File: config.mk
export PLATFORM = sky130hd
export DESIGN_NAME = numeric_string_parser_top
export DESIGN_NICKNAME = d
export VERILOG_FILES = /design/src/sv/nsp_pkg.sv /design/src/sv/numeric_string_parser_top.sv
export SDC_FILE = /design/constraint.sdc
export NUM_CORES = 1
export LEC_CHECK = 0
export BUFFER_PORTS_ARGS = -buffer_cell sky130_fd_sc_hd__buf_2
export CAP_MARGIN = 0
export CORE_ASPECT_RATIO = 1.75
export CORE_MARGIN = 5
export CORE_UTILIZATION = 46
export CTS_CLUSTER_DIAMETER = 150
export DETAILED_ROUTE_END_ITERATION = 8
export MAX_ROUTING_LAYER = met4
export REMOVE_ABC_BUFFERS = 1
export SYNTH_ARGS = -nofsm -noshare
export SYNTH_HDL_FRONTEND = slang
export SYNTH_SLANG_ARGS = --single-unit
File: constraint.sdc
create_clock -name clk -period 8.61 [get_ports clk]
set_input_delay 0.861 -clock clk [delete_from_list [all_inputs] [get_ports clk]]
set_output_delay 0.861 -clock clk [all_outputs]
set_load 0.02 [all_outputs]
File: src/sv/nsp_pkg.sv
// ----------------------------------------------------------------------------
// nsp_pkg
// Shared constants for the numeric string parser: register indexes, radix and
// status codes, character codes and default widths.
// ----------------------------------------------------------------------------
package nsp_pkg;

  localparam int VALUE_WIDTH_DEF = 64;

  localparam int CFG_INDEX_WIDTH = 2;
  localparam int CFG_DATA_WIDTH  = 4;

  // Configuration register indexes
  localparam logic [CFG_INDEX_WIDTH-1:0] REG_BASE_MODE  = 2'd0;
  localparam logic [CFG_INDEX_WIDTH-1:0] REG_SIZE_BYTES = 2'd1;

  // Radix codes (also the base_mode encoding; zero means any)
  localparam logic [1:0] RAD_ANY = 2'd0;
  localparam logic [1:0] RAD_BIN = 2'd1;
  localparam logic [1:0] RAD_DEC = 2'd2;
  localparam logic [1:0] RAD_HEX = 2'd3;

  // Result status codes
  localparam logic [1:0] ST_OK      = 2'd0;
  localparam logic [1:0] ST_INVALID = 2'd1;
  localparam logic [1:0] ST_RANGE   = 2'd2;

  localparam logic [3:0] SIZE_BYTES_RST = 4'd8;

  // Character codes
  localparam logic [7:0] CH_NUL   = 8'h00;
  localparam logic [7:0] CH_TAB   = 8'h09;
  localparam logic [7:0] CH_CR    = 8'h0D;
  localparam logic [7:0] CH_SPACE = 8'h20;
  localparam logic [7:0] CH_PLUS  = 8'h2B;
  localparam logic [7:0] CH_MINUS = 8'h2D;
  localparam logic [7:0] CH_EQUAL = 8'h3D;
  localparam logic [7:0] CH_ZERO  = 8'h30;
  localparam logic [7:0] CH_NINE  = 8'h39;
  localparam logic [7:0] CH_UP_A  = 8'h41;
  localparam logic [7:0] CH_UP_B  = 8'h42;
  localparam logic [7:0] CH_UP_D  = 8'h44;
  localparam logic [7:0] CH_UP_X  = 8'h58;
  localparam logic [7:0] CH_UP_Z  = 8'h5A;
  localparam logic [7:0] CH_LO_A  = 8'h61;
  localparam logic [7:0] CH_LO_B  = 8'h62;
  localparam logic [7:0] CH_LO_D  = 8'h64;
  localparam logic [7:0] CH_LO_X  = 8'h78;
  localparam logic [7:0] CH_LO_Z  = 8'h7A;
  localparam logic [7:0] DIGIT_NONE = 8'hFF;

  typedef logic [1:0] status_t;

endpackage

File: src/sv/numeric_string_parser_top.sv
// ----------------------------------------------------------------------------
// numeric_string_parser_top
// Parses an unsigned number from a character stream, one character per
// transaction, and emits value and status when a NUL character arrives.
// ----------------------------------------------------------------------------
// Takes one character per cycle unless stalled: each character goes through an
// input register and then one shift-add-and-compare step on the accumulator,
// which sets the rate. A NUL character moves on from the input register to
// the output register. Input stalls only while a result waits in the output
// register and a NUL is ready to replace it. The form is optional whitespace,
// an optional '=', '+' or '-' (minus has no effect), an optional "0b", "0d" or
// "0x" prefix, digits and optional trailing whitespace. base_mode selects the
// required radix (0 takes it from the prefix, decimal if none); size_bytes
// limits the value. The first error sticks until the NUL; an error result
// carries value zero. Configuration may be written only while idle.
module numeric_string_parser_top #(
  parameter int VALUE_WIDTH = nsp_pkg::VALUE_WIDTH_DEF
) (
  input  logic                               clk,
  input  logic                               rst,
  // character channel
  input  logic                               in_valid,
  output logic                               in_stall,
  input  logic [7:0]                         char_in,
  // result channel
  output logic                               out_valid,
  input  logic                               out_stall,
  output logic [VALUE_WIDTH-1:0]             value,
  output logic [1:0]                         status,
  // configuration channel
  input  logic                               cfg_valid,
  output logic                               cfg_ready,
  input  logic [nsp_pkg::CFG_INDEX_WIDTH-1:0] cfg_index,
  input  logic [nsp_pkg::CFG_DATA_WIDTH-1:0]  cfg_data
);

  localparam int EXT_WIDTH = VALUE_WIDTH + 5;

  localparam logic [2:0] PH_LEAD   = 3'd0;
  localparam logic [2:0] PH_SIGN   = 3'd1;
  localparam logic [2:0] PH_ZERO   = 3'd2;
  localparam logic [2:0] PH_LETTER = 3'd3;
  localparam logic [2:0] PH_DIGITS = 3'd4;
  localparam logic [2:0] PH_TRAIL  = 3'd5;

  function automatic logic [7:0] digit_of(input logic [7:0] c);
    logic [7:0] d;
    d = nsp_pkg::DIGIT_NONE;
    if (c >= nsp_pkg::CH_ZERO && c <= nsp_pkg::CH_NINE) begin
      d = c - nsp_pkg::CH_ZERO;
    end else if (c >= nsp_pkg::CH_LO_A && c <= nsp_pkg::CH_LO_Z) begin
      d = c - nsp_pkg::CH_LO_A + 8'd10;
    end else if (c >= nsp_pkg::CH_UP_A && c <= nsp_pkg::CH_UP_Z) begin
      d = c - nsp_pkg::CH_UP_A + 8'd10;
    end
    return d;
  endfunction

  // Configuration registers
  logic [1:0] base_mode;
  logic [3:0] size_bytes;

  // Input register
  logic       s1_valid;
  logic [7:0] s1_char;
  logic       s1_hold;
  logic       s1_fire;
  logic       s1_nul;

  // Parse state
  logic [2:0]             phase, phase_next;
  logic [1:0]             radix, radix_next;
  logic [VALUE_WIDTH-1:0] acc, acc_next;
  nsp_pkg::status_t       err, err_next;

  // Per-character decode
  logic                   is_sp, is_sign, is_zero;
  logic [1:0]             prefix_code, dflt_radix, use_radix;
  logic [7:0]             dig;
  logic [4:0]             radix_val;
  logic                   do_digits;
  logic [EXT_WIDTH-1:0]   acc_ext, prod, sum;
  logic                   carry, over_limit;
  logic [6:0]             limit_bits;
  logic [VALUE_WIDTH-1:0] limit_mask;

  assign cfg_ready = 1'b1;

  always_ff @(posedge clk) begin
    if (rst) begin
      base_mode  <= nsp_pkg::RAD_ANY;
      size_bytes <= nsp_pkg::SIZE_BYTES_RST;
    end else if (cfg_valid && cfg_ready) begin
      case (cfg_index)
        nsp_pkg::REG_BASE_MODE:  base_mode  <= cfg_data[1:0];
        nsp_pkg::REG_SIZE_BYTES: size_bytes <= cfg_data;
        default: ;
      endcase
    end
  end

  // A NUL in the input register needs a free output slot
  assign s1_nul   = (s1_char == nsp_pkg::CH_NUL);
  assign s1_hold  = s1_valid && s1_nul && out_valid && out_stall;
  assign s1_fire  = s1_valid && !s1_hold;
  assign in_stall = s1_hold;

  always_ff @(posedge clk) begin
    if (rst) begin
      s1_valid <= 1'b0;
    end else if (!in_stall) begin
      s1_valid <= in_valid;
    end
  end

  always_ff @(posedge clk) begin
    if (!in_stall) begin
      s1_char <= char_in;
    end
  end

  // Character classes
  assign is_sp   = (s1_char == nsp_pkg::CH_SPACE) ||
                   (s1_char >= nsp_pkg::CH_TAB && s1_char <= nsp_pkg::CH_CR);
  assign is_sign = (s1_char == nsp_pkg::CH_EQUAL) || (s1_char == nsp_pkg::CH_PLUS) ||
                   (s1_char == nsp_pkg::CH_MINUS);
  assign is_zero = (s1_char == nsp_pkg::CH_ZERO);
  assign dig     = digit_of(s1_char);

  always_comb begin
    case (s1_char)
      nsp_pkg::CH_LO_B, nsp_pkg::CH_UP_B: prefix_code = nsp_pkg::RAD_BIN;
      nsp_pkg::CH_LO_D, nsp_pkg::CH_UP_D: prefix_code = nsp_pkg::RAD_DEC;
      nsp_pkg::CH_LO_X, nsp_pkg::CH_UP_X: prefix_code = nsp_pkg::RAD_HEX;
      default:                            prefix_code = nsp_pkg::RAD_ANY;
    endcase
  end

  assign dflt_radix = (base_mode == nsp_pkg::RAD_ANY) ? nsp_pkg::RAD_DEC : base_mode;

  // Range mask: bits at or above 8*size_bytes must stay clear
  assign limit_bits = {size_bytes, 3'b000};
  always_comb begin
    for (int i = 0; i < VALUE_WIDTH; i++) begin
      limit_mask[i] = (limit_bits > 7'(i));
    end
  end

  // Phase walk; characters that end one phase fall into the next
  always_comb begin
    phase_next = phase;
    radix_next = radix;
    err_next   = err;
    use_radix  = radix;
    do_digits  = 1'b0;
    case (phase)
      PH_LEAD, PH_SIGN, PH_ZERO: begin
        if (phase == PH_LEAD && is_sp) begin
          phase_next = PH_LEAD;
        end else if (phase != PH_ZERO && is_sign) begin
          phase_next = PH_ZERO;
        end else if (is_zero) begin
          phase_next = PH_LETTER;
        end else begin
          radix_next = dflt_radix;
          use_radix  = dflt_radix;
          do_digits  = 1'b1;
        end
      end
      PH_LETTER: begin
        if (prefix_code != nsp_pkg::RAD_ANY) begin
          radix_next = prefix_code;
          phase_next = PH_DIGITS;
          if (base_mode != nsp_pkg::RAD_ANY && base_mode != prefix_code) begin
            err_next = nsp_pkg::ST_INVALID;
          end
        end else begin
          radix_next = dflt_radix;
          use_radix  = dflt_radix;
          do_digits  = 1'b1;
        end
      end
      PH_DIGITS: do_digits = 1'b1;
      PH_TRAIL: begin
        if (!is_sp) begin
          err_next = nsp_pkg::ST_INVALID;
        end
      end
      default: phase_next = PH_LEAD;
    endcase
  end

  // Shift-add for one digit
  assign acc_ext = EXT_WIDTH'(acc);
  always_comb begin
    case (use_radix)
      nsp_pkg::RAD_BIN: begin
        radix_val = 5'd2;
        prod      = acc_ext << 1;
      end
      nsp_pkg::RAD_HEX: begin
        radix_val = 5'd16;
        prod      = acc_ext << 4;
      end
      default: begin
        radix_val = 5'd10;
        prod      = (acc_ext << 3) + (acc_ext << 1);
      end
    endcase
  end

  assign sum        = prod + EXT_WIDTH'(dig[3:0]);
  assign carry      = |sum[EXT_WIDTH-1:VALUE_WIDTH];
  assign over_limit = |(sum[VALUE_WIDTH-1:0] & ~limit_mask);

  logic [2:0]       phase_fin;
  nsp_pkg::status_t err_fin;

  always_comb begin
    phase_fin = phase_next;
    err_fin   = err_next;
    acc_next  = acc;
    if (do_digits) begin
      phase_fin = PH_DIGITS;
      if (dig < {3'b000, radix_val}) begin
        if (carry) begin
          err_fin = nsp_pkg::ST_RANGE;
        end else begin
          acc_next = sum[VALUE_WIDTH-1:0];
          if (over_limit) begin
            err_fin = nsp_pkg::ST_RANGE;
          end
        end
      end else if (is_sp) begin
        phase_fin = PH_TRAIL;
      end else begin
        err_fin = nsp_pkg::ST_INVALID;
      end
    end
  end

  always_ff @(posedge clk) begin
    if (rst) begin
      phase <= PH_LEAD;
      radix <= nsp_pkg::RAD_DEC;
      acc   <= '0;
      err   <= nsp_pkg::ST_OK;
    end else if (s1_fire) begin
      if (s1_nul) begin
        phase <= PH_LEAD;
        radix <= nsp_pkg::RAD_DEC;
        acc   <= '0;
        err   <= nsp_pkg::ST_OK;
      end else if (err == nsp_pkg::ST_OK) begin
        // drop everything after the first error
        phase <= phase_fin;
        radix <= radix_next;
        acc   <= acc_next;
        err   <= err_fin;
      end
    end
  end

  // Result register
  always_ff @(posedge clk) begin
    if (rst) begin
      out_valid <= 1'b0;
    end else if (s1_fire && s1_nul) begin
      out_valid <= 1'b1;
    end else if (!out_stall) begin
      out_valid <= 1'b0;
    end
  end

  always_ff @(posedge clk) begin
    if (s1_fire && s1_nul) begin
      value  <= (err == nsp_pkg::ST_OK) ? acc : '0;
      status <= err;
    end
  end

  // ---------------------------------------------------------------------------
  // Assertions
  // ---------------------------------------------------------------------------
  a_stall_only_when_full: assert property (@(posedge clk) disable iff (rst)
    in_stall |-> (out_valid && out_stall))
    else $error("input stalled without a blocked result");

  a_error_value_zero: assert property (@(posedge clk) disable iff (rst)
    (out_valid && status != nsp_pkg::ST_OK) |-> (value == '0))
    else $error("error result carries a nonzero value");

  a_status_code: assert property (@(posedge clk) disable iff (rst)
    out_valid |-> (status != 2'd3))
    else $error("undefined status code");

  a_nul_clears: assert property (@(posedge clk) disable iff (rst)
    (s1_fire && s1_nul) |=> (phase == PH_LEAD && err == nsp_pkg::ST_OK && acc == '0
                             && out_valid))
    else $error("end of string did not clear the parse state");

  a_error_sticks: assert property (@(posedge clk) disable iff (rst)
    (err != nsp_pkg::ST_OK && !(s1_fire && s1_nul)) |=> (err == $past(err)))
    else $error("error code changed before end of string");

endmodule
==> flow_summary.toml <==
[status]
status = "complete, no violations"

[clock_tree]
post_cts_buffers = 0
clock_sinks = 153
clk-insertion-delay-late_ns = 0.46
h-tree-depth = 4
ctsResizeCount = 0
path_clk_slew_ns = 0.08
root_buffer = "clkbuf_16"
ctsHoldBuffers = 0
tritoncts = "done"
clockBufferDepth = 2
cts_inserted_buffers = 17

[sta]
fmax_mhz = 133
timing.final.crit_share_pct = 87.1
fin_ws_ns = 1.11
maxSlewViolCount = 0
relSlewSlack_pct = 18.2
setup_viol = 0
rsz0062_at_grt = "false"
hold_viol_final = 0
period_needed_ns = 7.50
worst_pin_slew_ns = 1.22
clock-skew-final_ns = 0.0173
fin_tns_setup_ns = 0

[cells_and_area]
nets = 1988
diodes = 0
final_common_cell = "nand2_1"
final_util_pct = 50.8
area_delta_synth_final_pct = 9.20
final_area_mm2 = 0.0160
mostFrequentLayoutCells = "nand2_1 (216), a21oi_1 (152), nor2_1 (128), o21ai_0 (86), buf_2 (86)"
fin_cells = 2299
drive_gt1_share_pct = 11.3
fill_cells = 3187

[global_routing]
grt_pass1_wl_um = 90300
track_usage_pct = 33.6
grt_overflow = 0
grt_max_degree = 63
grt_antenna_before_repair = 0
grt_pass1_vias = 15200

[logic_synthesis]
ys_seq_area_share_pct = 25.9
synth-edff-count = 74
synth_ff_type = "dfxtp_1"
ys_ff_latch = 153
synth.distinct_cells = 104
synth_top_cell_by_area = "edfxtp_1"
synthArstFlopShare_pct = 0
synth_top_area_share_pct = 15.1
yosysWarnings = 0
synthTopCellsByArea = "edfxtp_1 (15%), dfxtp_1 (11%), ha_1 (6.6%), nand2_1 (5.5%), a21oi_1 (5.2%)"
syn_avg_cell_area_um2 = 7.92
synth_area_mm2 = 0.0147
syn_inst = 1852

[place]
dp_slack_ns = 1.30
portBuffers = 86
gp_congestion = 1.01
dpl-instance-area_mm2 = 0.0154
dp_hpwl_um = 47700
dp_cells = 2267

[floorplanning]
core_area_mm2 = 0.0315
die_h_um = 246
start_util_pct = 46.5
die_x_um = 145
io_pins = 88
rows = 86
fp.dieArea_mm2 = 0.0357

[routing]
drt_iter0_markers = 1138
viasPerCell = 6.66
wl_per_cell_um = 26.3
drt-pass1-iter-count = 5
final_antenna_net_count = 0
drc = 0
vias = 15300
wl_um = 60600

[run]
cap_violations = 0

[power]
vdd_drop_max_uv = 146
power_density_mw_per_mm2 = 109
power.leakage_nw = 6.03

[critical_path]
start_kind = "flip-flop"
worstPathMaxFanout = 21
crit_arrival_ns = 7.90
cp-end-kind = "flip-flop"
required_ns = 9.01
crit_type = "reg2reg"

[hold_path]
hp-class = "reg2reg"
[logic make-up (layout without fill, tap and decap cells)]
group | after synthesis | count (layout) | share of synthesized area (%)
other cells | 1 | 1 | 0.0256
buf+inv | 145 | 196 | 4.32
compound gates | 600 | 600 | 28.7
xor+xnor | 101 | 101 | 6.03
flops | 153 | 153 | 25.9
fa+ha+maj | 79 | 79 | 6.84
simple gates | 749 | 749 | 26.5
mux | 24 | 24 | 1.65
[registers in the layout (all words and copies together) (netlist names)]
register,cells
acc,64
value,64
s1_char,8
size_bytes,4
phase,3
base_mode,2
err,2
radix,2
status,2
out_valid,1
s1_valid,1
[where the power goes]
part | switching [mW] | internal [mW] | total, mW
Sequential | 0.0115 | 0.760 | 0.771
Clock | 0.402 | 0.421 | 0.823
Combinational | 0.113 | 0.0464 | 0.159
[cell type report]
cell class                 count  area, um^2  area share, %
multi-input combinational   1554       10300           64.0
timing repair buffer         116         656           4.09
clock inverter                15         200           1.25
clock buffer                  17         425           2.66
inverter                      48         185           1.16
sequential                   153        3800           23.7
tap                          396         495           3.09
[worst paths after layout]
kind | from | endpoint | slack [ns] | cells after the start
setup / recovery | s1_char[1]$_DFFE_PN_ | acc[60]$_SDFFE_PP0P_ | 1.11 | 25
hold / removal | s1_valid$_SDFFE_PP0N_ | out_valid$_SDFFE_PP0P_ | 0.56 | 2
setup reg to reg | s1_char[1]$_DFFE_PN_ | acc[60]$_SDFFE_PP0P_ | 1.11 | 25
hold reg to reg | s1_valid$_SDFFE_PP0N_ | out_valid$_SDFFE_PP0P_ | 0.56 | 2
[cell usage after synthesis (8+ instances only)]
cell type  instances
a211oi_1          22
a21boi_0          11
a21o_1            37
a21oi_1          152
a22o_1            41
a31o_2            10
a31oi_1           39
and2_1            65
and3_1            19
and4_1            11
buf_2             26
clkbuf_1          56
dfxtp_1           79
edfxtp_1          74
ha_1              77
inv_1             45
mux2i_1           23
nand2_1          216
nand2b_1          14
nand3_1           57
nand3b_1           9
nand4_1           47
nor2_1           129
nor2b_1           11
nor3_1            66
nor3b_1           12
nor4_1            31
nor4b_1            8
o211ai_1          14
o21a_1            21
o21ai_0           86
o2bb2ai_1         20
o2bb2ai_2         10
o31ai_1           20
or3_1             15
xnor2_1           62
xor2_1            39
[per-layer routing]
layer	share of wire (%)	GRT usage, %
met5	0	-
met4	9.6	26.6
met3	4.1	4.05
met2	53	61.6
met1	34	31.3
[worst max-delay path, stage by stage (launching register included)]
cell	delay, ns
edfxtp_1	0.49
inv_1	0.16
ha_1	0.28
a41oi_1	0.18
nor4_2	0.42
nor2_2	0.15
a21boi_2	0.81
nor3_4	0.09
nor2_1	0.46
inv_1	0.14
and2_1	0.22
ha_1	0.28
a21o_1	0.10
a21oi_1	0.10
a31oi_1	0.26
nand3_1	0.28
nor4b_4	0.26
buf_4	0.23
nand4_2	0.21
or4b_1	0.55
a41o_1	0.23
o21ai_2	0.20
nand3_1	0.17
nor3_4	0.54
buf_4	0.41
a22o_1	0.18
[metrics by stage]
stage | power, mW | hold slack (ns)
finish | 1.75 | 0.564
global route | 1.80 | 0.560
CTS | 1.76 | 0.560
detailed placement | 0.944 | 0.552
global placement | 0.942 | 0.542
floorplan | 0.881 | 0.466
No activity file was read; power rests on OpenSTA's default activity.
